==> config.mk <==
export PLATFORM = sky130hd
export DESIGN_NAME = csc_queue
export DESIGN_NICKNAME = d
export VERILOG_FILES = /design/src/hw/rtl/csc_pkg.sv /design/src/hw/rtl/csc_queue.sv
export SDC_FILE = /design/constraint.sdc
export NUM_CORES = 1
export LEC_CHECK = 0
export ABC_AREA = 1
export BUFFER_PORTS_ARGS = -buffer_cell sky130_fd_sc_hd__buf_2
export CAP_MARGIN = 0
export CORE_MARGIN = 2
export CORE_UTILIZATION = 45
export CTS_CLUSTER_DIAMETER = 40
export DETAILED_ROUTE_END_ITERATION = 10
export PLACE_DENSITY = 0.7
export SLEW_MARGIN = 20
export SYNTH_ARGS = -nofsm -noshare
export SYNTH_HDL_FRONTEND = slang
export SYNTH_SLANG_ARGS = --single-unit
==> constraint.sdc <==
create_clock -name clk -period 9.3 [get_ports clk]
set_clock_uncertainty 0.05 [all_clocks]
set_input_delay 0.465 -clock clk [delete_from_list [all_inputs] [get_ports clk]]
set_output_delay 0.465 -clock clk [all_outputs]
set_load 0.005 [all_outputs]
==> src/hw/rtl/csc_pkg.sv <==
// Shared types and constants for the cosine similarity cost block.
`timescale 1ns / 1ps
package csc_pkg;
    localparam int EL_W      = 16;
    localparam int SQ_W      = 43;
    localparam int XP_W      = 44;
    localparam int PROD_W    = 2 * EL_W;
    localparam int NORM_FRAC = 20;
    localparam int RAD_W     = 64;
    localparam int ROOT_W    = RAD_W / 2;
    localparam int DEN_W     = 2 * ROOT_W;
    localparam int QUOT_FRAC = 35;
    localparam int COS_W     = 16;
    localparam int COST_W    = 32;

    typedef struct packed {
        logic [SQ_W-1:0]        qsq;
        logic [SQ_W-1:0]        dsq;
        logic signed [XP_W-1:0] xp;
    } sums_t;
endpackage

==> src/hw/rtl/csc_queue.sv <==
// Two-entry queue of finished sums between the front and back parts.
`timescale 1ns / 1ps
module csc_queue (
    input  logic            clk,
    input  logic            rst_n,
    input  logic            push,
    input  csc_pkg::sums_t  push_data,
    input  logic            pop,
    output logic            pop_valid,
    output csc_pkg::sums_t  pop_data,
    output logic [1:0]      level
);
    csc_pkg::sums_t mem_reg [2];
    logic           wr_ptr_reg, rd_ptr_reg;
    logic [1:0]     count_reg;
    logic           do_pop;

    assign pop_valid = count_reg != 2'd0;
    assign pop_data  = mem_reg[rd_ptr_reg];
    assign level     = count_reg;
    assign do_pop    = pop & pop_valid;

    always_ff @(posedge clk or negedge rst_n)
    begin
        if (!rst_n)
        begin
            wr_ptr_reg <= 1'b0;
            rd_ptr_reg <= 1'b0;
            count_reg  <= 2'd0;
        end
        else
        begin
            if (push)
                wr_ptr_reg <= ~wr_ptr_reg;
            if (do_pop)
                rd_ptr_reg <= ~rd_ptr_reg;
            count_reg <= count_reg + {1'b0, push} - {1'b0, do_pop};
        end
    end

    always_ff @(posedge clk)
    begin
        if (push)
            mem_reg[wr_ptr_reg] <= push_data;
    end
endmodule

; After elaboration in Yosys (flattened, before gate mapping)
; Memory sizes are Yosys's and may differ from the RTL's.
; Index checks and enable logic that the tools add are counted.
[classes]
add_sub_neg = 2
muxes = 2
bitwise = 3
reduce_logical = 1
[ops]
columns = operator, n
row1 = 2-bit by 1-bit adder with 2-bit output, 1
row2 = 1-bit 2-to-1 mux, 2
row3 = 1-bit inverter, 2
row4 = 2-bit nonzero test, 1
row5 = 2-bit by 1-bit subtractor with 2-bit output, 1
row6 = 1-bit AND, 1
[word_totals]
regBits = 4
ram_bits = 260
in_bits = 134
output_inout_bits = 133
elab_cells = 12
mem_count = 1
[memory_table]
columns = name, depth, width, read_ports, rd_clocked_by_memory_dff, write_ports, line
row1 = mem_reg, 2, 130, 1, 0, 1, csc_queue.sv:13  ; csc_pkg::sums_t mem_reg [2];

; Longest topological paths before layout
[logic_depth]
word_depth = 3
ltp_mapped = 10
mapped_depth_nobuf = 10

; Worst setup path before layout
; Ideal clock, no wire load.
[synth_path]
path_type = input-to-reg
start = in push
end = mem mem_reg[0][0] (netlist name), enable pin
setup_ns = 0.624
t_arrival_ns = 5.942
required_time_ns = 8.626
setup_slack_ns = 2.683
path_stages = 2
path_cell_list = inv_1 -> nor2_1
[synth_between]
elab_chain_cells = 2
[synth_lines]
columns = item, line
row1 = "start, declared", csc_queue.sv:6  ; input logic push,
row2 = 1-bit 2-to-1 mux, csc_queue.sv:43  ; if (push)
row3 = 1-bit 2-to-1 mux (implied by the code), csc_queue.sv:44  ; mem_reg[wr_ptr_reg] <= push_data;
row4 = "end, declared", csc_queue.sv:13
; Every way passes these cells.

==> results.cfg <==
[clocking]
cts.path.max_buffers = 3
ctsHoldBuffers = 1
cts_setup_buffers = 0
cts_max_level = 1
cts.repair.resized = 0
path_clk_slew_ps = 60
clockRootBuffer = clkbuf_16
cts_made_buffers = 31
cts_tree = built
clkSinkCount = 264
clk_latency_ps = 540

[yosys]
synth_area_um2 = 9710
yosysTopAreaCell = edfxtp_1
ys_ff_latch = 264
synth-edff-count = 260
synthCells = 708
async_reset_ff_share_pct = 1.52
synth.most_common_cell = nand2_1
synth_top_area_share_pct = 80.4
synth_area_leaders = edfxtp_1 (80%), nand2_1 (15%), buf_6 (1.2%), dfrtp_1 (1.0%), buf_2 (0.88%)
synth_cell_types = 12
synth_warnings = 0
ys_seq_area_share_pct = 81.5
ys.flop_type = edfxtp_1
synth_nets = 844
syn_area_per_cell_um2 = 13.7
synthTopCellsByCount = nand2_1 (400), edfxtp_1 (260), buf_2 (17)

[power_and_ir_drop]
p_int_w = 0.00266
p_sw_w = 0.00117
p_leak_nw = 5.33
p_per_area_nw_per_um2 = 312
ir_worst_vdd_mv = 0.202
pwr-share-comb_pct = 25.6
clkPwrFrac_pct = 30.8
p_sw_share_pct = 30.5
seqPwrFrac_pct = 43.6

[detailed_routing]
drt_iter0_markers = 279
via_per_inst = 4.65
wl_um = 19500
drc = 0
wire_per_inst_um = 15.2
ant_nets = 0
via_count = 5964
first_pass_iters = 4

[global_route]
overflow = 0
grt_pass1_wl_um = 29000
antenna_found_initial = 1
gr-usage-met1_pct = 19.3
grt_pass1_vias = 5859
use_met3_pct = 5.66
use_met2_pct = 28.5
grt-busiest-layer = met2
grt_max_degree = 80
grt_usage_pct = 16.5

[setup_path]
cp_max_fo = 68
path_class = reg2out
r2r_cells = 3
critPathLaunchType = register
startpoint = rd_ptr_reg
critPathCaptureType = output pin
endpoint = pop_data[90]
worstPathRequired_ps = 8790
regToRegEndpoint = mem_reg[0][92]
worstPathArrival_ps = 3010
rrSetupSlack_ps = 6570
rr_startpoint = wr_ptr_reg

[die]
coreArea_um2 = 21100
ioPinCount = 267
die-area_um2 = 22800
initial_core_util_pct = 46.0
die_w_um = 151
rows = 53
die_h_um = 151

[sta]
finalSetupViolations = 0
fin_ws_ps = 5770
rsz0062_at_grt = false
tns_ps = 0
max-slew-margin-rel_pct = 41.8
maxSlewViolCount = 0
period_share_pct = 37.9
min_period_ps = 3530
timing.fmax_mhz = 284
final-hold-violation-count = 0
worst_pin_slew_ps = 873

[placed_design]
gp_congestion = 0.763
pre_cts_slack_ps = 6330
postPlaceCellArea_um2 = 11200
io_buffers = 266
place_inst = 1225
dp_hpwl_um = 12500

[cells_and_area]
drive_above_1_share_pct = 32.4
fin_nets = 1120
area_growth_pct = 26.4
stdcell_count = 1282
design_area_um2 = 12300
largest_reg_flops = 260
n_fill_cell = 1689

[worst_hold_path]
hp-class = in2reg

[job]
drv_cap = 0

[run_status]
status = finished clean
-- worst min-delay path by stage --
stage,endpoint,cells after the start,from,slack [ps]
after floorplan,level[0],0,rst_n,120
after global placement,level[0],1,rst_n,230
after detailed placement,wr_ptr_reg,1,rst_n,230
after CTS,mem_reg[1][16],1,push_data[16],30
after global routing,mem_reg[1][50],1,push_data[50],40
final,mem_reg[1][16],1,push_data[16],50
-- placed cells by master, fill, tap and decap left out --
master	instances
clkinv_4	2
inv_4	1
nor2_4	1
inv_6	3
clkinv_2	6
buf_4	5
edfxtp_1	260
clkbuf_1	2
inv_8	1
dlygate4sd3_1	1
nand2_1	400
clkinvlp_4	4
buf_2	266
ha_1	2
nand3_1	2
diode_2	1
xor2_1	1
bufinv_16	4
clkinv_8	1
dfrtp_1	3
dfrtp_4	1
clkinv_1	2
clkbuf_16	31
inv_1	7
-- cells by family (layout without fill, tap and decap cells) --
| group | Yosys count | count (layout) | share of synthesized area [%] |
|---|---|---|---|
| xor+xnor | 1 | 1 | 0.0903 |
| flops | 264 | 264 | 81.5 |
| fa+ha+maj | 2 | 2 | 0.258 |
| simple gates | 403 | 403 | 15.6 |
| other cells | 0 | 1 | 0 |
| buf+inv | 38 | 336 | 2.57 |
-- per-layer routing --
metal	part of all wire (%)	wire length (µm)
met5	0	0
met4	2.9	566
met3	9.1	1770
met2	50	9710
met1	38	7460
-- stage by stage --
| stage | hold slack (ps) | power, W | utilization [%] |
|---|---|---|---|
| 2_1_floorplan | 119 | 0.00228 | - |
| 3_3_place_gp | 229 | 0.00268 | 53.2 |
| 3_5_place_dp | 228 | 0.00270 | 53.2 |
| 4_1_cts | 25.4 | 0.00389 | 58.2 |
| 5_1_grt | 38.9 | 0.00406 | 58.2 |
| 6_report | 54.0 | 0.00383 | 58.2 |
-- critical path: stages (launching register included) --
cell     delay, ps
dfrtp_4        710
inv_4          590
buf_4          670
nand2_1        130
nand2_1        110
buf_2          120
-- layout make-up --
class	count	area (µm²)	area share, %
clock buffers	33	783	6.38
repair buffers	272	1380	11.2
diodes	1	2.50	0.0204
multi-input cells	406	1560	12.7
clock inverters	22	250	2.04
well taps	275	344	2.80
flip-flops and latches	264	7910	64.5
inverters	9	41.3	0.337
-- power by group through the flow --
| stage | Combinational (W) | Clock [W] | Sequential (W) |
|---|---|---|---|
| 5_1_grt | 0.00112 | 0.00125 | 0.00169 |
| 2_1_floorplan | 0.000600 | 0 | 0.00168 |
| 4_1_cts | 0.00101 | 0.00121 | 0.00167 |
| 3_5_place_dp | 0.00100 | 0 | 0.00170 |
| 3_3_place_gp | 0.000990 | 0 | 0.00169 |
| 6_report | 0.000980 | 0.00118 | 0.00167 |
Note: power is estimated with default switching activity, not from simulation.
