--- config.mk ---
export PLATFORM = sky130hd
export DESIGN_NAME = csc_front
export DESIGN_NICKNAME = d
export VERILOG_FILES = /design/src/hw/rtl/csc_pkg.sv /design/src/hw/rtl/csc_front.sv
export SDC_FILE = /design/constraint.sdc
export NUM_CORES = 2
export LEC_CHECK = 0
export BUFFER_PORTS_ARGS = -buffer_cell sky130_fd_sc_hd__clkbuf_2
export CORE_ASPECT_RATIO = 1.5
export CORE_MARGIN = 4
export CORE_UTILIZATION = 55
export DETAILED_ROUTE_END_ITERATION = 7
export HOLD_SLACK_MARGIN = 0.05
export PLACE_DENSITY = 0.72
export SETUP_SLACK_MARGIN = 0.2
export SLEW_MARGIN = 25
export SYNTH_ARGS = -nofsm -noshare
export SYNTH_HDL_FRONTEND = slang
export SYNTH_SLANG_ARGS = --single-unit
--- constraint.sdc ---
create_clock -name clk -period 4.4 [get_ports clk]
set_clock_uncertainty 0.2 [all_clocks]
set_input_delay 0.88 -clock clk [delete_from_list [all_inputs] [get_ports clk]]
set_output_delay 0.88 -clock clk [all_outputs]
set_load 0.02 [all_outputs]
--- src/hw/rtl/csc_pkg.sv ---
// Shared types and constants for the cosine similarity cost block.
`timescale 1ns / 1ps
package csc_pkg;
    localparam int EL_W      = 16;
    localparam int SQ_W      = 43;
    localparam int XP_W      = 44;
    localparam int PROD_W    = 2 * EL_W;
    localparam int NORM_FRAC = 20;
    localparam int RAD_W     = 64;
    localparam int ROOT_W    = RAD_W / 2;
    localparam int DEN_W     = 2 * ROOT_W;
    localparam int QUOT_FRAC = 35;
    localparam int COS_W     = 16;
    localparam int COST_W    = 32;

    typedef struct packed {
        logic [SQ_W-1:0]        qsq;
        logic [SQ_W-1:0]        dsq;
        logic signed [XP_W-1:0] xp;
    } sums_t;
endpackage

--- src/hw/rtl/csc_front.sv ---
// Front part: element pair products and the three running sums.
`timescale 1ns / 1ps
module csc_front (
    input  logic                                clk,
    input  logic                                rst_n,
    input  logic signed [csc_pkg::EL_W-1:0]     query_element,
    input  logic signed [csc_pkg::EL_W-1:0]     db_element,
    input  logic                                last_element,
    input  logic                                in_valid,
    output logic                                in_ready,
    input  logic [1:0]                          q_level,
    output logic                                push,
    output csc_pkg::sums_t                      push_data
);
    logic signed [csc_pkg::PROD_W-1:0] pq_reg, pd_reg, px_reg;
    logic                              s1_valid_reg, s1_last_reg;
    logic [csc_pkg::SQ_W-1:0]          qsq_reg, dsq_reg, qsq_next, dsq_next;
    logic signed [csc_pkg::XP_W-1:0]   xp_reg, xp_next;
    logic [1:0]                        inflight;
    logic                              accept;

    assign inflight = q_level + {1'b0, s1_valid_reg & s1_last_reg};
    assign in_ready = inflight < 2'd2;
    assign accept   = in_valid & in_ready;

    assign qsq_next = qsq_reg + {{(csc_pkg::SQ_W-csc_pkg::PROD_W){1'b0}}, pq_reg};
    assign dsq_next = dsq_reg + {{(csc_pkg::SQ_W-csc_pkg::PROD_W){1'b0}}, pd_reg};
    assign xp_next  = xp_reg + {{(csc_pkg::XP_W-csc_pkg::PROD_W){px_reg[csc_pkg::PROD_W-1]}},
                                px_reg};

    assign push          = s1_valid_reg & s1_last_reg;
    assign push_data.qsq = qsq_next;
    assign push_data.dsq = dsq_next;
    assign push_data.xp  = xp_next;

    always_ff @(posedge clk or negedge rst_n)
    begin
        if (!rst_n)
        begin
            s1_valid_reg <= 1'b0;
            s1_last_reg  <= 1'b0;
            qsq_reg      <= '0;
            dsq_reg      <= '0;
            xp_reg       <= '0;
        end
        else
        begin
            s1_valid_reg <= accept;
            if (accept)
                s1_last_reg <= last_element;
            if (s1_valid_reg)
            begin
                if (s1_last_reg)
                begin
                    qsq_reg <= '0;
                    dsq_reg <= '0;
                    xp_reg  <= '0;
                end
                else
                begin
                    qsq_reg <= qsq_next;
                    dsq_reg <= dsq_next;
                    xp_reg  <= xp_next;
                end
            end
        end
    end

    always_ff @(posedge clk)
    begin
        if (accept)
        begin
            pq_reg <= query_element * query_element;
            pd_reg <= db_element * db_element;
            px_reg <= query_element * db_element;
        end
    end
endmodule

### Word-level counts from Yosys, hierarchy flattened

Cells that the tools add are included.

* bits in registers: 228
* output and inout bits: 132

* $add $sub $neg: 4
* multiply operators: 3
* $lt $le $gt $ge: 1
* mux-type cells: 3
* bitwise logic cells: 2

Operator list (count)
* multiplier 16 x 16 -> 32 bit: 3
* adder 43 x 32 -> 43 bit: 2
* two-way mux 43 bit: 2
* adder 44 bit: 1
* two-way mux 44 bit: 1
* adder 2 x 1 -> 2 bit: 1
* bitwise AND 1 bit: 2
* less-than comparator 2 bit, second input constant: 1

### Longest topological paths before layout

* depth in word-level cells: 4
* depth in mapped cells: 26

### Worst setup path before layout

No wires, ideal clock.

* path kind: in2reg
* start: in query_element[15] (netlist name)
* end: reg pq_reg[31] (netlist name), data pin
* library setup time: 0.261 ns
* arrival: 6.598 ns
* data required time: 3.939 ns
* slack: -2.659 ns
* cell stages on the path: 22
* cell sequence: inv_1 -> clkbuf_1 -> buf_1 -> nor2_1 -> fa_1 -> fa_1 -> fa_1 -> fa_1 -> fa_1 -> inv_1 -> fa_1 -> inv_1 -> ha_1 -> clkbuf_1 -> a21o_1 -> a21oi_1 -> o21ai_0 -> a21oi_1 -> o21ai_0 -> a221oi_1 -> a21oi_1 -> a311o_1

* longest elaborated chain between the ends: 1

RTL lines
* start: declaration: RTL line csc_front.sv:6 `input logic signed [csc_pkg::EL_W-1:0] query_element,`
* multiplier 16 x 16 -> 32 bit: RTL line csc_front.sv:73 `pq_reg <= query_element * query_element;`
* end signal: assignment: RTL line csc_front.sv:73
* end: declaration: RTL line csc_front.sv:15 `logic signed [csc_pkg::PROD_W-1:0] pq_reg, pd_reg, px_reg;`

Every way passes these cells.
A chain may end at the register's enable or synchronous reset.

### Final worst setup path

* start: in query_element[8] (netlist name)
* end: reg pq_reg[24] (netlist name), data pin

Same word-level chain as after synthesis.

==> results by group <==
Critical path
  – CP Launch Point: query_element[8]
  – Setup CP Type: in2reg
  – FF-to-FF End: dsq_reg[42]
  – Critical path endpoint category: flop
  – Worst reg-to-reg setup slack: 0.03 ns
  – Reg2reg start: pd_reg[7]
  – Cells along the critical path: clkbuf_16, buf_12, buf_12, nand2_4, inv_2, fa_1, inv_2, fa_2, fa_2, fa_1, inv_1, fa_1, fa_1, ha_4, buf_6, nand2_4, nor3_4, nand2_2, nor3_4, or2_4, nand4_1, a31o_2, a211o_1
  – Worst EP required: 4.51 ns
  – CP Launch Type: primary input
  – Critical path endpoint: pq_reg[24]
  – Worst path top cell family by delay: adder cells
  – Worst path depth: 23
  – Crit-path slowest cell: fa_1
  – WP buf/inv: 7
  – Worst Path Max Fanout: 4
  – Worst EP arrival: 6.35 ns
  – Max incr delay on CP: 0.57 ns
  – Most frequent cell on the critical path: fa_1
  – Reg2reg path depth: 24

Status
  – Status: finished, violations left
  – Failing checks: negative setup slack

Floorplanning
  – Die H: 345 um
  – I/O pins: 170
  – Die ar.: 80300 um2
  – Core Area: 75100 um2
  – Starting Density: 0.555
  – Die Wd: 233 um
  – Placement Rows: 123

Clock tree
  – CTS tree: built
  – Clock slew at reported path FFs: 0.07 ns
  – Num CTS Buffers: 25
  – Max clock buf depth: 3
  – Hold-fix buffers at CTS: 0
  – Root Driver: clkbuf_16
  – H-tree Lvls: 1
  – Clk sinks: 226
  – Worst-Skew Late Latency: 0.60 ns

Layout
  – Multi-input logic area: 35600 um2
  – Commonest non-fill, non-tap cell in the layout: inv_1
  – Max reg flops: 44
  – FF/Latch Area: 6130 um2
  – Design Area, Final: 56900 um2
  – Filler instances: 4487
  – Final core occ: 0.758
  – Commonest cells after routing, fill and taps aside: 885 x inv_1, 696 x fa_1, 694 x buf_4
  – P&R area growth vs syn: 36.6%
  – Layout cell share with drive strength beyond 1: 0.339
  – Final non-filler cell total: 6322
  – Final layout net count: 6440

Place
  – RePlAce Congestion: 0.910
  – Hpwl dp: 89.6 mm
  – Placed inst area: 48800 um2
  – Placed instance count: 5979
  – Number of buffers added on ports: 169

Timing
  – Worst Max-Slew Pin Slew: 1.09 ns
  – Finish-stage setup viols: 117
  – WHS: 0.187 ns
  – RSZ-0062 raised after global routing: yes
  – Max-slew violation count: 0
  – Fin crit share: 1.42
  – Slew margin rel.: 0.271
  – Fin. Hold Viols: 0
  – Max frequency: 160 MHz
  – Post-layout min period: 6.24 ns
  – Setup slack after layout: -1.84 ns

Run
  – Max_cap viols: 0

Routing
  – Wirelength per Cell: 20.3 um
  – Via density: 5.71
  – Initial DRC Count: 2417
  – Routed wire length: 128 mm
  – DRT Pass-1 Iters: 8
  – Vias after detailed routing: 36100
  – Number of remaining DRC errors: 0
  – Antenna viol nets, final: 0

Synth
  – Synth Flop Type: dfrtp_1
  – Ys async rst share: 0.584
  – Post-Syn Nets: 5546
  – EDFF count, synth: 94
  – Yosys reg bits: 226
  – Sequential area share after synthesis: 0.147
  – Syn avg cell area: 9.45 um2
  – Post-synthesis cell area: 41700 um2
  – Unique masters post-synth: 89
  – Syn Inst Count: 4408
  – YS warnings: 0

Hold path
  – HP Class: in2async

Global routing
  – First-pass GRT wire length: 191 mm
  – Overflow after GRT: 0
  – Global Route Usage Sum: 0.294
  – Largest net degree at the start of global routing: 93
  – Number of global-route vias before repair: 38100
  – Number of antenna violations at the first check in global routing: 2
## through the flow
stage               TNS [ns]  setup slack [ns]
finish               -109.24             -1.84
CTS                   -96.83             -1.69
detailed placement   -149.48             -2.51
floorplan            -106.23             -2.05
global route         -122.01             -2.02
global placement     -144.08             -2.44
## cells in the mapped netlist, drive strengths merged (21+ instances only)
cell	n	area [um2]
inv	966	3630
nor2b	21	131
ha	370	4630
nor3	39	200
xnor2	183	1600
nand4	26	163
xor2	55	482
fa	730	14600
and2	220	1380
clkbuf	149	561
nor2	186	698
a21o	83	623
nand2	372	1400
o21ai	88	463
a21oi	157	797
nand2b	25	156
a22o	94	823
dfrtp	132	3300
o21bai	27	203
and3	23	154
nand3	52	265
edfxtp	94	2820
## logic make-up after synthesis
kind of cell             Yosys count  synth area share
XOR/XNOR                         238            0.0500
adder cells (fa/ha/maj)         1100             0.462
AND/OR/NAND/NOR                 1029             0.120
AO/OA/AOI/OAI                    674             0.117
buffers and inverters           1132             0.102
multiplexers                       9           0.00216
flip-flops                       226             0.147
## final cells by class
cell class,instances,area share
flip-flops and latches,226,0.108
multi-input cells,3051,0.626
repair buffers,1028,0.166
inverters,970,0.0644
well taps,1000,0.0220
clock inverters,13,0.00244
clock buffers,33,0.0124
diodes,1,0.0000440
## worst min-delay path by stage
stage / end / slack, ns / cells after the start / start
final: dsq_reg[35] / 0.19 / 1 / rst_n
after detailed placement: qsq_reg[0] / 0.29 / 1 / qsq_reg[0]
after floorplan: dsq_reg[19] / 0.26 / 2 / dsq_reg[19]
after global routing: dsq_reg[20] / 0.26 / 1 / rst_n
after CTS: dsq_reg[33] / 0.23 / 1 / rst_n
after global placement: xp_reg[0] / 0.27 / 1 / xp_reg[0]
## metal layers
| metal | global-route usage | part of all wire | up-vias |
|---|---|---|---|
| met5 | 0 | 0.000086 | - |
| met4 | 0.129 | 0.062 | 2 |
| met3 | 0.0391 | 0.063 | 523 |
| met2 | 0.534 | 0.52 | 1542 |
| met1 | 0.343 | 0.35 | 18300 |
| li1 | - | - | 15800 |
## worst reg2reg max path, delay by kind of cell (launching register included)
family / cells / cell delay, ns
buffers and inverters: 14 / 1.54
AO/OA/AOI/OAI: 5 / 1.21
AND/OR/NAND/NOR: 4 / 0.63
flip-flops: 1 / 0.42
adder cells (fa/ha/maj): 1 / 0.26
## timing repair
action                                  CTS  global route
gates resized for setup                 576           493
gates cloned                             10             7
pin swaps                               231           285
setup buffers                           163           116
endpoints found under the setup margin  146           157
Power is left out: the tool's default activity adds up to more than one toggle a clock period on the data nets, which glitch-free logic cannot reach.
