==> src/hw/rtl/csc_pkg.sv <==
// Shared types and constants for the cosine similarity cost block.
`timescale 1ns / 1ps
package csc_pkg;
    localparam int EL_W      = 16;
    localparam int SQ_W      = 43;
    localparam int XP_W      = 44;
    localparam int PROD_W    = 2 * EL_W;
    localparam int NORM_FRAC = 20;
    localparam int RAD_W     = 64;
    localparam int ROOT_W    = RAD_W / 2;
    localparam int DEN_W     = 2 * ROOT_W;
    localparam int QUOT_FRAC = 35;
    localparam int COS_W     = 16;
    localparam int COST_W    = 32;

    typedef struct packed {
        logic [SQ_W-1:0]        qsq;
        logic [SQ_W-1:0]        dsq;
        logic signed [XP_W-1:0] xp;
    } sums_t;
endpackage

==> src/hw/rtl/csc_back.sv <==
// Back part: norms, scaled quotient, cosine and cost, with the output register.
`timescale 1ns / 1ps
module csc_back (
    input  logic                                clk,
    input  logic                                rst_n,
    input  logic                                sums_valid,
    input  csc_pkg::sums_t                      sums,
    output logic                                pop,
    output logic signed [csc_pkg::COS_W-1:0]    cosine,
    output logic [csc_pkg::COST_W-1:0]          cost,
    output logic                                cost_saturated,
    output logic                                zero_norm,
    output logic                                out_valid,
    input  logic                                out_ready
);
    localparam logic [2:0] ST_IDLE = 3'd0;
    localparam logic [2:0] ST_SQRT = 3'd1;
    localparam logic [2:0] ST_MUL  = 3'd2;
    localparam logic [2:0] ST_DVI  = 3'd3;
    localparam logic [2:0] ST_DIV  = 3'd4;
    localparam logic [2:0] ST_CSN  = 3'd5;
    localparam logic [2:0] ST_COST = 3'd6;
    localparam logic [2:0] ST_DONE = 3'd7;

    localparam int Q_W   = 36;
    localparam logic [csc_pkg::RAD_W-1:0] ONE_TOP = {2'b01, {(csc_pkg::RAD_W-2){1'b0}}};
    localparam logic [Q_W-1:0] M_CAP = 36'd65536;

    logic [2:0]                      state_reg, state_next;
    logic [5:0]                      cnt_reg, cnt_next;
    logic                            sel_reg, sel_next;
    logic [csc_pkg::SQ_W-1:0]        dsq_reg, dsq_next;
    logic [csc_pkg::XP_W-1:0]        mag_reg, mag_next;
    logic                            neg_reg, neg_next;
    logic [csc_pkg::RAD_W-1:0]       op_reg, op_next, res_reg, res_next, one_reg, one_next;
    logic [csc_pkg::ROOT_W-1:0]      nq_reg, nq_next, nd_reg, nd_next;
    logic [csc_pkg::DEN_W-1:0]       den_reg, den_next;
    logic [csc_pkg::DEN_W:0]         r_reg, r_next;
    logic [Q_W-1:0]                  q_reg, q_next;
    logic [csc_pkg::COS_W-1:0]       cos_reg, cos_next;
    logic [csc_pkg::COS_W-1:0]       cr_reg, cr_next;
    logic [csc_pkg::COST_W-1:0]      cq_reg, cq_next;
    logic                            zn_reg, zn_next, sat_reg, sat_next;
    logic signed [csc_pkg::COS_W-1:0] o_cos_reg, o_cos_next;
    logic [csc_pkg::COST_W-1:0]      o_cost_reg, o_cost_next;
    logic                            o_sat_reg, o_sat_next, o_zn_reg, o_zn_next;
    logic                            o_valid_reg, o_valid_next;

    logic [csc_pkg::RAD_W-1:0]       trial;
    logic [csc_pkg::RAD_W-1:0]       step_op, step_res;
    logic [csc_pkg::DEN_W:0]         r2;
    logic [16:0]                     msat, mneg;
    logic [csc_pkg::COS_W:0]         cr2;
    logic [csc_pkg::COS_W:0]         divisor;

    assign trial    = res_reg + one_reg;
    assign step_op  = (op_reg >= trial) ? op_reg - trial : op_reg;
    assign step_res = (op_reg >= trial) ? (res_reg >> 1) + one_reg : res_reg >> 1;
    assign r2       = {r_reg[csc_pkg::DEN_W-1:0], 1'b0};
    assign msat     = (q_reg >= M_CAP) ? 17'd65536 : q_reg[16:0];
    assign mneg     = (msat > 17'd32768) ? 17'd32768 : msat;
    assign cr2      = {cr_reg, (cnt_reg == 6'd31)};
    assign divisor  = {1'b0, cos_reg};

    assign pop            = (state_reg == ST_IDLE) & sums_valid;
    assign cosine         = o_cos_reg;
    assign cost           = o_cost_reg;
    assign cost_saturated = o_sat_reg;
    assign zero_norm      = o_zn_reg;
    assign out_valid      = o_valid_reg;

    always_comb
    begin
        state_next   = state_reg;
        cnt_next     = cnt_reg;
        sel_next     = sel_reg;
        dsq_next     = dsq_reg;
        mag_next     = mag_reg;
        neg_next     = neg_reg;
        op_next      = op_reg;
        res_next     = res_reg;
        one_next     = one_reg;
        nq_next      = nq_reg;
        nd_next      = nd_reg;
        den_next     = den_reg;
        r_next       = r_reg;
        q_next       = q_reg;
        cos_next     = cos_reg;
        cr_next      = cr_reg;
        cq_next      = cq_reg;
        zn_next      = zn_reg;
        sat_next     = sat_reg;
        o_cos_next   = o_cos_reg;
        o_cost_next  = o_cost_reg;
        o_sat_next   = o_sat_reg;
        o_zn_next    = o_zn_reg;
        o_valid_next = o_valid_reg & ~out_ready;
        case (state_reg)
            ST_IDLE:
            begin
                if (sums_valid)
                begin
                    dsq_next = sums.dsq;
                    neg_next = sums.xp[csc_pkg::XP_W-1];
                    mag_next = sums.xp[csc_pkg::XP_W-1] ? (~sums.xp + 1'b1) : sums.xp;
                    cos_next = '0;
                    cq_next  = '1;
                    sat_next = 1'b1;
                    zn_next  = 1'b0;
                    if (sums.qsq == '0 || sums.dsq == '0)
                    begin
                        zn_next    = 1'b1;
                        state_next = ST_DONE;
                    end
                    else
                    begin
                        op_next    = {1'b0, sums.qsq, {csc_pkg::NORM_FRAC{1'b0}}};
                        res_next   = '0;
                        one_next   = ONE_TOP;
                        sel_next   = 1'b0;
                        cnt_next   = 6'd31;
                        state_next = ST_SQRT;
                    end
                end
            end
            ST_SQRT:
            begin
                op_next  = step_op;
                res_next = step_res;
                one_next = one_reg >> 2;
                cnt_next = cnt_reg - 6'd1;
                if (cnt_reg == 6'd0)
                begin
                    if (!sel_reg)
                    begin
                        nq_next  = step_res[csc_pkg::ROOT_W-1:0];
                        op_next  = {1'b0, dsq_reg, {csc_pkg::NORM_FRAC{1'b0}}};
                        res_next = '0;
                        one_next = ONE_TOP;
                        sel_next = 1'b1;
                        cnt_next = 6'd31;
                    end
                    else
                    begin
                        nd_next    = step_res[csc_pkg::ROOT_W-1:0];
                        state_next = ST_MUL;
                    end
                end
            end
            ST_MUL:
            begin
                den_next   = nq_reg * nd_reg;
                state_next = ST_DVI;
            end
            ST_DVI:
            begin
                if ({{(csc_pkg::DEN_W-csc_pkg::XP_W){1'b0}}, mag_reg} >= den_reg)
                begin
                    q_next     = M_CAP;
                    state_next = ST_CSN;
                end
                else
                begin
                    r_next     = {{(csc_pkg::DEN_W+1-csc_pkg::XP_W){1'b0}}, mag_reg};
                    q_next     = '0;
                    cnt_next   = 6'(csc_pkg::QUOT_FRAC - 1);
                    state_next = ST_DIV;
                end
            end
            ST_DIV:
            begin
                if (r2 >= {1'b0, den_reg})
                begin
                    r_next = r2 - {1'b0, den_reg};
                    q_next = {q_reg[Q_W-2:0], 1'b1};
                end
                else
                begin
                    r_next = r2;
                    q_next = {q_reg[Q_W-2:0], 1'b0};
                end
                cnt_next = cnt_reg - 6'd1;
                if (cnt_reg == 6'd0)
                    state_next = ST_CSN;
            end
            ST_CSN:
            begin
                if (neg_reg)
                begin
                    cos_next   = 16'(~mneg + 17'd1);
                    state_next = ST_DONE;
                end
                else if (msat == 17'd0)
                begin
                    cos_next   = '0;
                    state_next = ST_DONE;
                end
                else
                begin
                    cos_next   = (msat > 17'd32767) ? 16'd32767 : msat[15:0];
                    cr_next    = '0;
                    cq_next    = '0;
                    cnt_next   = 6'd31;
                    state_next = ST_COST;
                end
            end
            ST_COST:
            begin
                if (cr2 >= divisor)
                begin
                    cr_next = 16'(cr2 - divisor);
                    cq_next = {cq_reg[csc_pkg::COST_W-2:0], 1'b1};
                end
                else
                begin
                    cr_next = cr2[csc_pkg::COS_W-1:0];
                    cq_next = {cq_reg[csc_pkg::COST_W-2:0], 1'b0};
                end
                cnt_next = cnt_reg - 6'd1;
                if (cnt_reg == 6'd0)
                begin
                    sat_next   = 1'b0;
                    state_next = ST_DONE;
                end
            end
            ST_DONE:
            begin
                if (!o_valid_reg || out_ready)
                begin
                    o_cos_next   = cos_reg;
                    o_cost_next  = cq_reg;
                    o_sat_next   = sat_reg;
                    o_zn_next    = zn_reg;
                    o_valid_next = 1'b1;
                    state_next   = ST_IDLE;
                end
            end
            default:
            begin
                state_next = ST_IDLE;
            end
        endcase
    end

    always_ff @(posedge clk or negedge rst_n)
    begin
        if (!rst_n)
        begin
            state_reg   <= ST_IDLE;
            o_valid_reg <= 1'b0;
        end
        else
        begin
            state_reg   <= state_next;
            o_valid_reg <= o_valid_next;
        end
    end

    always_ff @(posedge clk)
    begin
        cnt_reg    <= cnt_next;
        sel_reg    <= sel_next;
        dsq_reg    <= dsq_next;
        mag_reg    <= mag_next;
        neg_reg    <= neg_next;
        op_reg     <= op_next;
        res_reg    <= res_next;
        one_reg    <= one_next;
        nq_reg     <= nq_next;
        nd_reg     <= nd_next;
        den_reg    <= den_next;
        r_reg      <= r_next;
        q_reg      <= q_next;
        cos_reg    <= cos_next;
        cr_reg     <= cr_next;
        cq_reg     <= cq_next;
        zn_reg     <= zn_next;
        sat_reg    <= sat_next;
        o_cos_reg  <= o_cos_next;
        o_cost_reg <= o_cost_next;
        o_sat_reg  <= o_sat_next;
        o_zn_reg   <= o_zn_next;
    end
endmodule

==> config.mk <==
export PLATFORM = sky130hd
export DESIGN_NAME = csc_back
export DESIGN_NICKNAME = d
export VERILOG_FILES = /design/src/hw/rtl/csc_pkg.sv /design/src/hw/rtl/csc_back.sv
export SDC_FILE = /design/constraint.sdc
export NUM_CORES = 2
export LEC_CHECK = 0
export BUFFER_PORTS_ARGS = -buffer_cell sky130_fd_sc_hd__buf_2
export CORE_MARGIN = 2
export CORE_UTILIZATION = 45
export CTS_BUF_LIST = sky130_fd_sc_hd__clkbuf_16
export DETAILED_ROUTE_END_ITERATION = 16
export MAX_ROUTING_LAYER = met4
export PLACE_DENSITY = 0.69
export SYNTH_ARGS = -nofsm -noshare
export SYNTH_HDL_FRONTEND = slang
export SYNTH_SLANG_ARGS = --single-unit
==> constraint.sdc <==
create_clock -name clk -period 9.7 [get_ports clk]
set_clock_uncertainty 0.2 [all_clocks]
set_input_delay 0.485 -clock clk [delete_from_list [all_inputs] [get_ports clk]]
set_output_delay 0.485 -clock clk [all_outputs]
set_load 0.03 [all_outputs]
* Word level (Yosys, flattened, before mapping)
Index checks and enable logic that the tools add are counted.
** Word-level totals
- Register bits after elaboration :: 635
- Output and inout port bits :: 52
** Cells by class
- Add/sub/neg operators :: 8
- Multipliers :: 1
- Order comparisons :: 7
- Eq/ne operators :: 18
- Multiplexer cells :: 69
- Bitwise gates (word level) :: 6
- Reduce and logical (&&, ||, !) cells :: 29
** Operators by type and width (number)
- 64-bit two-way mux :: 14
- 64-bit one-hot mux with 2 select lines :: 4
- 16-bit two-way mux :: 8
- 64-bit subtractor :: 2
- 63-bit two-way mux :: 2
- 32-bit two-way mux :: 3
- 32-bit one-hot mux with 3 select lines :: 1
- 43-bit zero test :: 2
- 36-bit one-hot mux with 2 select lines :: 1
- 65-bit by 64-bit >= comparator with 1-bit output :: 1
- 63-bit by 64-bit adder with 64-bit output :: 1
- 64-bit adder :: 1
- 44-bit by 64-bit >= comparator with 1-bit output :: 1
- 64-bit >= comparator :: 1
- 32-bit by 32-bit multiplier with 64-bit output :: 1
- 16-bit one-hot mux with 2 select lines :: 2
- 44-bit by 1-bit adder with 44-bit output, second input constant :: 1
- 44-bit NOT :: 1
- 43-bit two-way mux :: 1
- 6-bit two-way mux :: 7
- 36-bit by 17-bit >= comparator with 1-bit output, second input constant :: 1
- 17-bit two-way mux :: 2
- 6-bit one-hot mux with 5 select lines :: 1
- 3-bit one-hot mux with 8 select lines :: 1
- other kinds (30) :: 78

* Depth between registers and ports, before layout
- Word-level depth :: 8
- Mapped depth :: 31
- Gate-level depth less buffers :: 30

* Worst setup path before layout
Ideal clock, no wire load.
- Path type :: flip-flop to flip-flop
- Start :: register state_reg[0]
- End :: register sel_reg, enable pin
- Setup time :: 0.319 ns
- Arrival time :: 9.628 ns
- Path slack :: -0.447 ns
- Stages on the path, launching flop included :: 8
- Period minus slack after synthesis :: 10.147 ns
- Cell sequence :: dfrtp_1 -> inv_1 -> ha_1 -> clkbuf_1 -> nand2_1 -> or2_2 -> o22ai_1 -> a21boi_0
** On the way
- Word-level cells in the longest chain between the ends :: 3
** RTL lines
- start, declared :: RTL line csc_back.sv:29 : logic [2:0] state_reg, state_next;
- start signal, assigned :: RTL line csc_back.sv:254 : state_reg <= state_next;
- 3-bit by 1-bit == test with 1-bit output or 3-bit zero test (tied branches) :: RTL line csc_back.sv:98 : case (state_reg)
- 2-bit inequality test (no line) or 2-bit nonzero test (tied branches)
- 4-bit AND reduction (no line) (*)
- end signal, assigned :: RTL line csc_back.sv:262 : sel_reg <= sel_next;
- end, declared :: RTL line csc_back.sv:31 : logic sel_reg, sel_next;
Mark *: on every way between the ends. The rest lies on a longest branch, timed or not.
A chain may end at the register's enable or synchronous reset.

* Worst setup path after layout
- Start :: register nd_reg[13] (netlist bit)
- End :: register den_reg[57] (netlist bit), data pin
** On the way
- Word-level cells in the longest chain between the ends :: 1
** RTL lines
- start, declared :: RTL line csc_back.sv:36 : logic [csc_pkg::ROOT_W-1:0] nq_reg, nq_next, nd_reg, nd_next;
- start signal, assigned :: RTL line csc_back.sv:270 : nd_reg <= nd_next;
- 32-bit by 32-bit multiplier with 64-bit output :: RTL line csc_back.sv:152 : den_next = nq_reg * nd_reg;
- end signal, assigned :: RTL line csc_back.sv:271 : den_reg <= den_next;
- end, declared :: RTL line csc_back.sv:37 : logic [csc_pkg::DEN_W-1:0] den_reg, den_next;
No other way between the ends.

==> impl_metrics.env <==
export IMPL_min_path_type="in2reg"
export IMPL_vias=55100
export IMPL_cts_buffer_depth=3
export IMPL_drt_iter0_drc=4183
export IMPL_ys_types=105
export IMPL_maxSlewViolCount=0
export IMPL_pin_count=186
export IMPL_place_gp_congestion=0.970
export IMPL_path_clk_slew_ns=0.06
export IMPL_syn_num_nets=9035
export IMPL_slew_headroom_pct=19.9
export IMPL_antenna_found_initial=5
export IMPL_crit_type="reg2reg"
export IMPL_synth_common_cells="inv_1 (1023), fa_1 (899), nand2_1 (820), and2_1 (670), edfxtp_1 (599)"
export IMPL_fillers=14300
export IMPL_irDropWorstVdd_uv=121
export IMPL_synth_area_mm2=0.0718
export IMPL_synth_largest_area_cell="fa_1"
export IMPL_clock_sinks=603
export IMPL_cts_buffers=74
export IMPL_synth_area_leaders="fa_1 (25%), edfxtp_1 (25%), ha_1 (9.2%)"
export IMPL_timing_fmax_ghz=0.108
export IMPL_synth_avg_cell_area_um2=9.60
export IMPL_status="complete, no violations"
export IMPL_synth_seq_cells=603
export IMPL_setup_tns_ns=0
export IMPL_reg2reg_slack_ns=0.45
export IMPL_period_share_pct=95.4
export IMPL_insertion_delay_ns=0.71
export IMPL_cts_tree="yes"
export IMPL_first_global_vias=56600
export IMPL_synth_edf_count=599
export IMPL_cts_root_buf="clkbuf_16"
export IMPL_start_kind="flip-flop"
export IMPL_critPathArrivalTime_ns=9.50
export IMPL_end_kind="flip-flop"
export IMPL_hold_viol_final=0
export IMPL_globalRouteOverflowTotal=0
export IMPL_start_util_pct=45.3
export IMPL_drv_cap=0
export IMPL_synth_top_area_share_pct=25.1
export IMPL_wirelength_um=200000
export IMPL_final_net_count=9165
export IMPL_wl_per_cell_um=20.5
export IMPL_dpl_hpwl_um=154000
export IMPL_grt_usage_pct=25.2
export IMPL_rsz0062_at_grt="no"
export IMPL_die_h_um=403
export IMPL_drt_antenna_violating_nets=0
export IMPL_syn_to_final_growth_pct=9.54
export IMPL_worstMarginPinSlew_ns=1.20
export IMPL_final_area_mm2=0.0786
export IMPL_finalSetupViolCount=0
export IMPL_grt_pass1_wl_um=315000
export IMPL_vias_per_cell=5.66
export IMPL_htree_levels=3
export IMPL_yosys_warnings=0
export IMPL_placed_area_mm2=0.0747
export IMPL_power_density_mw_per_mm2=74.7
export IMPL_final_min_clock_period_ns=9.25
export IMPL_drc=0
export IMPL_p_leak_nw=34.9
export IMPL_synth_yosys_seq_area_share_pct=25.2
export IMPL_synth_ff_type="edfxtp_1"
export IMPL_num_rows=146
export IMPL_drive_gt1_share_pct=6.56
export IMPL_grt_start_max_net_pins=161
export IMPL_die_area_mm2=0.163
export IMPL_syn_inst=7476
export IMPL_numPortBuffers=185
export IMPL_die_width_um=403
export IMPL_yosysMostFrequentCell="inv_1"
export IMPL_critPathMaxFanout=32
export IMPL_hold_ws_ns=0.0452
export IMPL_core_mm2=0.158
export IMPL_first_pass_iters=6
export IMPL_worst_ep_required_time_ns=9.95
export IMPL_async_flop_share_pct=0.663
-- per-stage QoR --
stage	setup WS (ns)	total power, mW	util [%]	std cells
finish	0.449	5.87	49.6	9741
global route	0.211	6.03	49.6	9741
CTS	0.570	5.93	49.6	9738
detailed placement	0.615	2.98	47.2	9467
global placement	0.713	2.97	47.2	9467
floorplan	1.77	2.92	-	7476
-- report_power, final --
group	internal, mW	leakage (nW)	total, mW	switching [mW]
combinational	0.0781	28.1	0.141	0.0629
sequential	2.83	5.57	2.83	0.00000000000000000912
clock	1.64	1.22	2.90	1.26
total	4.55	34.9	5.87	1.32
-- cells in the final DEF, fill, tap and decap left out, drive strengths merged, types with 57 or more instances in the layout --
cell type    count
a21o           150
nor2           286
clkbuf          74
a21oi          320
xor2           149
buf            288
inv           1039
o21ai          369
fa             899
nor3            64
edfxtp         599
dlygate4sd3    135
o21a            63
nand3           67
ha             526
xnor2          192
nand4           81
a211oi          57
a31oi          101
and3           109
mux2i           61
nor2b           62
nand2          821
and2           671
-- worst max-delay path, stage by stage (launching register included) --
cell      delay (ns)
edfxtp_1        1.14
and2_1          0.26
fa_1            0.41
inv_1           0.08
fa_1            0.17
inv_1           0.05
fa_1            0.47
inv_1           0.06
fa_1            0.49
inv_1           0.06
fa_1            0.53
inv_1           0.07
fa_1            0.54
inv_1           0.06
fa_1            0.52
fa_1            0.42
ha_1            0.39
a21oi_1         0.09
o21ai_0         0.47
nor3_1          0.12
a211oi_2        0.53
a41oi_1         0.41
nor3_2          0.41
a41o_2          0.36
nor2_4          0.06
o21bai_2        0.21
nor4b_1         0.09
a311o_1         0.33
-- logic make-up (layout without fill, tap and decap cells) --
logic type	after synthesis	count (layout)	share of synthesized area, %
multiplexers	64	64	0.898
other	0	3	0
buffers and inverters	1393	1583	7.41
adder cells (fa/ha/maj)	1425	1425	34.3
AND/OR/NAND/NOR	2334	2334	16.4
XOR/XNOR	341	341	4.16
flip-flops	603	603	25.2
AO/OA/AOI/OAI	1316	1316	11.6
-- layout make-up --
cell class | count | area [um^2] | area share (%)
Timing Repair Buffer | 423 | 3060 | 3.90
Multi-Input combinational cell | 5480 | 48500 | 61.7
Tap cell | 2072 | 2590 | 3.30
Antenna cell | 3 | 7.51 | 0.00955
Sequential cell | 603 | 18100 | 23.0
Inverter | 1024 | 3850 | 4.89
Clock inverter | 62 | 682 | 0.868
Clock buffer | 74 | 1850 | 2.36
-- final timing paths --
kind | start | end | cells after the start
min reg2reg | cq_reg[31]$_DFFE_PP_ | cost[31]$_DFFE_PP_ | 0
max | nd_reg[13]$_DFFE_PP_ | den_reg[57]$_DFFE_PP_ | 27
max reg2reg | nd_reg[13]$_DFFE_PP_ | den_reg[57]$_DFFE_PP_ | 27
max in group asynchronous | rst_n | state_reg[2]$_DFFE_PN0P_ | 3
min | sums[1] | mag_reg[1]$_DFFE_PP_ | 3
min in group asynchronous | rst_n | out_valid$_DFF_PN0_ | 3
-- routing by layer --
layer,track usage (%),up-vias,share of wire (%)
li1,-,25100,-
met1,32.5,27300,42
met2,40.0,2279,46
met3,4.48,422,7.9
met4,8.77,0,3.6
met5,-,-,0
-- timing repair --
action | CTS | global route
gates resized for setup | 0 | 0
endpoints found under the hold margin | 127 | 0
setup buffers | 0 | 0
hold buffers | 135 | 0
Note: power is estimated with default switching activity, not from simulation.
